===== src/sv/q16mds_pkg.sv =====
// shared types, codes and helpers of the q16.16 mul/div/sqrt unit
package q16mds_pkg;

	typedef enum logic [1:0] {
		OP_MUL  = 2'd0,
		OP_DIV  = 2'd1,
		OP_SQRT = 2'd2
	} op_t;

	typedef enum logic [1:0] {
		ST_OK   = 2'd0,
		ST_OVF  = 2'd1,
		ST_DIVZ = 2'd2
	} status_t;

	localparam logic [31:0] MIN_WORD = 32'h8000_0000;
	localparam int unsigned NUM_STEPS = 32;
	localparam int unsigned SQRT_STEPS = 24;

	typedef struct packed {
		op_t         kind;
		logic        rnd;
		logic        neg;
		status_t     stat;
		logic [31:0] opa;
		logic [31:0] opb;
		logic [32:0] rem;
		logic [31:0] quot;
		logic [63:0] prod;
	} stage_t;

	function automatic logic [31:0] abs32(input logic [31:0] x);
		abs32 = x[31] ? (32'd0 - x) : x;
	endfunction

endpackage


===== src/sv/q16mds_step.sv =====
// one pipeline stage: a divide quotient bit, a square root digit or a multiply step
module q16mds_step #(
	parameter int unsigned IDX = 0
) (
	input  logic                clk,
	input  logic                arst_n,
	input  logic                adv,
	input  logic                in_vld,
	input  q16mds_pkg::stage_t  in_stage,
	output logic                out_vld,
	output q16mds_pkg::stage_t  out_stage
);

	localparam int unsigned DIV_K = q16mds_pkg::NUM_STEPS - 1 - IDX;
	localparam bit DO_SQRT = (IDX < q16mds_pkg::SQRT_STEPS);
	localparam int unsigned SQ_J = DO_SQRT ? (q16mds_pkg::SQRT_STEPS - 1 - IDX) : 0;

	q16mds_pkg::stage_t nx;
	logic vld_s;
	q16mds_pkg::stage_t stage_s;

	always_comb begin
		logic signed [63:0] p;
		logic               top_ovf;
		logic [32:0]        r33;
		logic [48:0]        num;
		logic [32:0]        dtrial;
		logic [47:0]        rad;
		logic [27:0]        spre;
		logic [27:0]        strial;
		nx = in_stage;
		p = '0;
		top_ovf = 1'b0;
		r33 = '0;
		num = {in_stage.opa, 17'd0};
		dtrial = {in_stage.rem[31:0], num[DIV_K]};
		rad = {in_stage.opa, 16'd0};
		spre = {in_stage.rem[25:0], rad[2*SQ_J +: 2]};
		strial = {2'b00, in_stage.quot[23:0], 2'b01};
		case (in_stage.kind)
			q16mds_pkg::OP_MUL: begin
				if (IDX == 0) begin
					p = $signed(in_stage.opa) * $signed(in_stage.opb);
					nx.prod = p;
				end else if (IDX == 1) begin
					// overflow is judged on the exact product, before the bias
					top_ovf = !((&in_stage.prod[63:47]) || !(|in_stage.prod[63:47]));
					nx.prod = in_stage.prod - {63'd0, in_stage.rnd & in_stage.prod[63]};
					nx.stat = top_ovf ? q16mds_pkg::ST_OVF : q16mds_pkg::ST_OK;
				end else if (IDX == 2) begin
					// the bias can carry below bit 47, so the sign comes from bit 63
					r33 = {in_stage.prod[63], in_stage.prod[47:16]}
						+ {32'd0, in_stage.rnd & in_stage.prod[15]};
					if (r33[32] != r33[31])
						nx.stat = q16mds_pkg::ST_OVF;
					nx.quot = r33[31:0];
				end
			end
			q16mds_pkg::OP_DIV: begin
				if (dtrial >= {1'b0, in_stage.opb}) begin
					nx.rem = dtrial - {1'b0, in_stage.opb};
					nx.quot = {in_stage.quot[30:0], 1'b1};
				end else begin
					nx.rem = dtrial;
					nx.quot = {in_stage.quot[30:0], 1'b0};
				end
			end
			q16mds_pkg::OP_SQRT: begin
				if (DO_SQRT) begin
					if (spre >= strial) begin
						nx.rem = {5'd0, spre - strial};
						nx.quot = {in_stage.quot[30:0], 1'b1};
					end else begin
						nx.rem = {5'd0, spre};
						nx.quot = {in_stage.quot[30:0], 1'b0};
					end
				end
			end
			default: begin
			end
		endcase
	end

	always_ff @(posedge clk or negedge arst_n) begin
		if (!arst_n) begin
			vld_s <= 1'b0;
		end else if (adv) begin
			vld_s <= in_vld;
		end
	end

	always_ff @(posedge clk) begin
		if (adv) begin
			stage_s <= nx;
		end
	end

	assign out_vld = vld_s;
	assign out_stage = stage_s;

endmodule


===== config.mk =====
export PLATFORM = sky130hd
export DESIGN_NAME = q16mds_step
export DESIGN_NICKNAME = d
export VERILOG_FILES = /design/src/sv/q16mds_pkg.sv /design/src/sv/q16mds_step.sv
export SDC_FILE = /design/constraint.sdc
export NUM_CORES = 2
export LEC_CHECK = 0
export ABC_CLOCK_PERIOD_IN_PS = 1000
export BUFFER_PORTS_ARGS = -buffer_cell sky130_fd_sc_hd__buf_2
export CAP_MARGIN = 20
export CORE_UTILIZATION = 25
export DETAILED_ROUTE_END_ITERATION = 6
export RECOVER_POWER = 50
export SYNTH_ARGS = -nofsm -noshare
export SYNTH_HDL_FRONTEND = slang
export SYNTH_SLANG_ARGS = --single-unit

===== constraint.sdc =====
create_clock -name clk -period 1 [get_ports clk]
set_clock_uncertainty 0.05 [all_clocks]
set_input_delay 0.2 -clock clk [delete_from_list [all_inputs] [get_ports clk]]
set_output_delay 0.2 -clock clk [all_outputs]
set_load 0.02 [all_outputs]

# Yosys cells after proc, flatten, opt, wreduce, memory -nomap -nowiden
# Index checks and enable logic that the tools add are counted.
[classes]
add_sub_neg = 2
multipliers = 1
n_lt_le_gt_ge = 2
eq_ne = 2
mux = 4
n_reduce_logical = 1
[op_table]
columns = ["op", "count"]
rows = [
  ["65-bit one-hot mux with 2 select lines", 1],
  ["65-bit two-way mux", 1],
  ["32-bit by 32-bit multiplier with 64-bit output", 1],
  ["64-bit two-way mux", 1],
  ["60-bit two-way mux", 1],
  ["33-bit by 32-bit greater-or-equal comparator with 1-bit output", 1],
  ["33-bit by 32-bit subtractor with 33-bit output", 1],
  ["28-bit by 26-bit greater-or-equal comparator with 1-bit output", 1],
  ["28-bit by 26-bit subtractor with 28-bit output", 1],
  ["2-bit by 1-bit == test with 1-bit output (second input constant)", 1],
  ["2-bit == test (second input constant)", 1],
  ["2-bit logical NOT", 1],
]
[totals]
register_bits = 200
in_bits = 203
out_inout_bits = 200
wordCells = 22

# Depth between registers and ports, before layout
[depth]
ltp_word = 3
ltp_mapped = 28
ltp_nobuf = 26

# Least setup slack after synthesis
# No wires, ideal clock.
[synth_path]
kind = "input to register"
startpoint = "input port in_stage[192] (netlist bit)"
endpoint = "register stage_s (netlist bit out_stage[58]) (data pin)"
setup_ps = 260
t_arrival_ps = 7372
t_required_ps = 690
setup_slack_ps = -6682
path_stages = 24
n_path_buf = 2
path_cell_list = "inv_1 buf_1 nor2_1 fa_1 fa_1 fa_1 fa_1 inv_1 fa_1 inv_1 fa_1 inv_1 fa_1 inv_1 fa_1 ha_1 clkbuf_1 a21o_1 a221o_1 a31oi_1 o21ai_0 a41oi_1 xnor2_1 mux2_2"
[synth_lines]
columns = ["item", "line", "text"]
rows = [
  ["start: declaration", "q16mds_step.sv:9", "input q16mds_pkg::stage_t in_stage,"],
  ["end signal: assignment", "q16mds_step.sv:94", "stage_s <= nx;"],
  ["end: declaration", "q16mds_step.sv:20", "q16mds_pkg::stage_t stage_s;"],
]

==> run summary <==
## Timing
- **pin slew with the least headroom to its limit** 810.3 ps
- **Final Slew Violations** 0
- **Final TNS setup** -506630 ps
- **shortest period the worst path allows** 6971 ps
- **Max-Slew Margin vs Limit** 45.98%
- **share of the clock period used by the worst path** 697.1%
- **Final setup violation count** 452
- **RSZ-0062 raised after global routing** yes
- **top achievable clock speed** 0.1434 GHz
- **Hold Worst Slack** 27.24 ps
- **Final WS setup** -5971 ps
- **endpoints failing hold** 0

## Layout
- **storage element area** 6001 µm²
- **final-stage net count** 7840
- **Filler Cell Count** 18770
- **share of layout cells above drive strength 1** 35.88%
- **Final Util** 36.34%
- **synth-to-layout area growth** 44.57%
- **footprint of the multi-input gates** 41130 µm²

## Die
- **die outline area** 192800 µm²
- **FP Rows** 160
- **chip width** 439.1 µm
- **effective utilization at floorplan** 25.14%
- **y dimension of the die** 439.1 µm
- **core area** 190000 µm²
- **num ports** 403

## CTS
- **H-tree levels** 4
- **Clock Sinks** 200
- **total CTS buffers** 17
- **buffer type at the clock tree root** sky130_fd_sc_hd__clkbuf_16
- **number of buffers on the longest clock path** 2
- **CTS tree** done
- **clock latency of the later-clocked register in the worst-skew pair** 550 ps
- **clk slew on worst S/H paths** 90 ps

## Placed design
- **I/O Buffers** 402
- **detailed placer's ending HPWL** 145200 µm
- **placer's final routability congestion estimate** 0.9263

## Detailed routing
- **vias post-DR** 40280
- **Total Routed Length** 179800 µm
- **drt via density** 4.558
- **router iterations before antenna repair** 6
- **initial DRC count** 2289
- **number of antenna-violating nets in the routed design** 0
- **post-route DRC violation count** 0
- **detail-routed net length per standard cell** 20.35 µm

## Worst setup path
- **arrival time reported for the critical path endpoint** 7230 ps
- **category of the most critical setup path** input port to register
- **R2R Setup Slk** 210 ps
- **critical path endpoint category** register
- **depth of the most critical reg-to-reg path** 1
- **worst reg2reg path endpoint** out_vld
- **startpoint of the worst register-to-register path** out_vld
- **Critical Path Fanout Max** 6
- **CP startpoint kind** input port
- **required time of the critical path** 1260 ps

## GRT
- **maximum number of pins on one net before global-route repair** 32
- **wire length of the first global-routing pass** 266600 µm
- **GRT Residual Overflow** 0
- **via count of the first global-routing pass** 44100
- **all-layer global routing usage** 18.58%
- **antenna violations before repair** 14

## Outcome
- **failing checks** negative setup slack
- **run status** complete, but fails checks

## Hold path
- **Min-Delay Endpoint** out_stage[170]
- **worst hold path stage count** 2
- **worst hold path startpoint** in_stage[170]
- **worst hold-check path type** input port to register

## Yosys
- **most repeated cell in the gate-level netlist after synthesis** sky130_fd_sc_hd__fa_1
- **Synth area leaders** sky130_fd_sc_hd__fa_1 45%, sky130_fd_sc_hd__edfxtp_1 13%, sky130_fd_sc_hd__inv_1 8.1%, sky130_fd_sc_hd__ha_1 6.4%, sky130_fd_sc_hd__and2_1 6.2%
- **number of register bits inferred by synthesis** 200
- **number of enable-type register cells in the synthesized netlist** 199
- **area share of the largest cell type after synthesis** 45.39%
- **post-synthesis cell count** 4918
- **number of distinct standard cells referenced by the synthesized netlist** 86
- **warning count from the yosys run** 0
- **Syn Std Cell Area** 47760 µm²
- **ys async rst share** 0.5000%
- **commonest register cell after synthesis** sky130_fd_sc_hd__edfxtp_1
- **total nets after synthesis** 6450
- **sequential share of the synthesized area** 12.56%
- **most frequent cells after synthesis** 1083 x sky130_fd_sc_hd__fa_1, 1026 x sky130_fd_sc_hd__inv_1, 615 x sky130_fd_sc_hd__nand2_1
- **Synth area leader** sky130_fd_sc_hd__fa_1
- **Post-Synthesis Mean Instance Area** 9.711 µm²

## Job
- **reported max-cap violation count** 0

[registers in the layout, indices dropped and copies added, names as in the netlist]
register / count
out_stage: 199
out_vld: 1
[worst max path at each step]
| stage | depth (start not counted) | endpoint | start |
|---|---|---|---|
| 3_3_place_gp | 28 | out_stage[55] | in_stage[138] |
| 4_1_cts | 26 | out_stage[42] | in_stage[181] |
| 5_1_grt | 27 | out_stage[42] | in_stage[168] |
| 3_5_place_dp | 24 | out_stage[58] | in_stage[132] |
| 2_1_floorplan | 24 | out_stage[58] | in_stage[192] |
| 6_report | 26 | out_stage[42] | in_stage[135] |
[what timing repair did]
item / 4_1_cts / 5_1_grt
hold buffers: 133 / 11
pin swaps: 219 / 279
gates resized for setup: 539 / 429
hold endpoints to repair: 132 / 14
setup buffers: 83 / 77
setup endpoints to repair: 328 / 437
gates cloned: 11 / 11
[cell type report]
class / count / area share (%)
diodes: 6 / 0.02175
clock buffers: 17 / 0.6161
clock inverters: 15 / 0.2338
inverters: 1029 / 5.750
multi-input cells: 3434 / 59.57
flip-flops and latches: 200 / 8.691
well taps: 2511 / 4.550
repair buffers: 1626 / 20.57
[kinds of logic after synthesis]
family | synth area share (%)
adders and majority gates | 51.84
AOI/OAI and AO/OA | 6.785
and+or+nand+nor | 14.50
muxes | 2.077
DFF | 12.56
buffers and inverters | 10.18
xor gates and xnor gates | 2.054
[layer usage]
layer,wire (µm),GRT usage (%),vias up
met1,68070,21.37,20850
met2,91660,32.91,1219
met4,11100,10.62,12
met5,84,0,-
li1,-,-,17820
met3,8894,2.559,386
[metrics by stage]
| step | setup WS (ps) | cells | cell area (µm²) |
|---|---|---|---|
| after floorplan | -6267 | 4918 | 50310 |
| after global placement | -6892 | 8511 | 61430 |
| after detailed placement | -6880 | 8511 | 61430 |
| after CTS | -5890 | 8756 | 66620 |
| after global routing | -6117 | 8836 | 69040 |
| final | -5971 | 8838 | 69050 |
[worst max-delay path, stage by stage]
cell and delay (ps):
sky130_fd_sc_hd__buf_12 110, sky130_fd_sc_hd__buf_12 140, sky130_fd_sc_hd__buf_8 140, sky130_fd_sc_hd__and2_4 160, sky130_fd_sc_hd__fa_1 550, sky130_fd_sc_hd__fa_1 430
sky130_fd_sc_hd__fa_1 510, sky130_fd_sc_hd__inv_2 40, sky130_fd_sc_hd__fa_1 510, sky130_fd_sc_hd__inv_2 40, sky130_fd_sc_hd__fa_1 500, sky130_fd_sc_hd__fa_1 560
sky130_fd_sc_hd__fa_2 480, sky130_fd_sc_hd__fa_1 550, sky130_fd_sc_hd__ha_4 300, sky130_fd_sc_hd__and4_4 230, sky130_fd_sc_hd__nand4_1 130, sky130_fd_sc_hd__a211o_1 290
sky130_fd_sc_hd__a211oi_4 240, sky130_fd_sc_hd__nor2_4 110, sky130_fd_sc_hd__buf_4 150, sky130_fd_sc_hd__buf_6 110, sky130_fd_sc_hd__nor4b_4 210, sky130_fd_sc_hd__a21oi_2 70
sky130_fd_sc_hd__xnor2_2 160, sky130_fd_sc_hd__mux2_4 260
[cells in the final DEF (no fill, tap or decap), types with 107 or more instances in the layout]
master | Yosys | final
sky130_fd_sc_hd__and2_1 | 477 | 420
sky130_fd_sc_hd__buf_12 | 0 | 113
sky130_fd_sc_hd__buf_2 | 1 | 347
sky130_fd_sc_hd__buf_4 | 2 | 814
sky130_fd_sc_hd__buf_6 | 3 | 142
sky130_fd_sc_hd__dlygate4sd3_1 | 0 | 136
sky130_fd_sc_hd__edfxtp_1 | 199 | 199
sky130_fd_sc_hd__fa_1 | 1083 | 988
sky130_fd_sc_hd__ha_1 | 246 | 142
sky130_fd_sc_hd__inv_1 | 1026 | 940
sky130_fd_sc_hd__nand2_1 | 615 | 555
sky130_fd_sc_hd__nor2_1 | 137 | 107
Power is left out: the tool's default activity adds up to more than one toggle a clock period on the data nets, which glitch-free logic cannot reach.
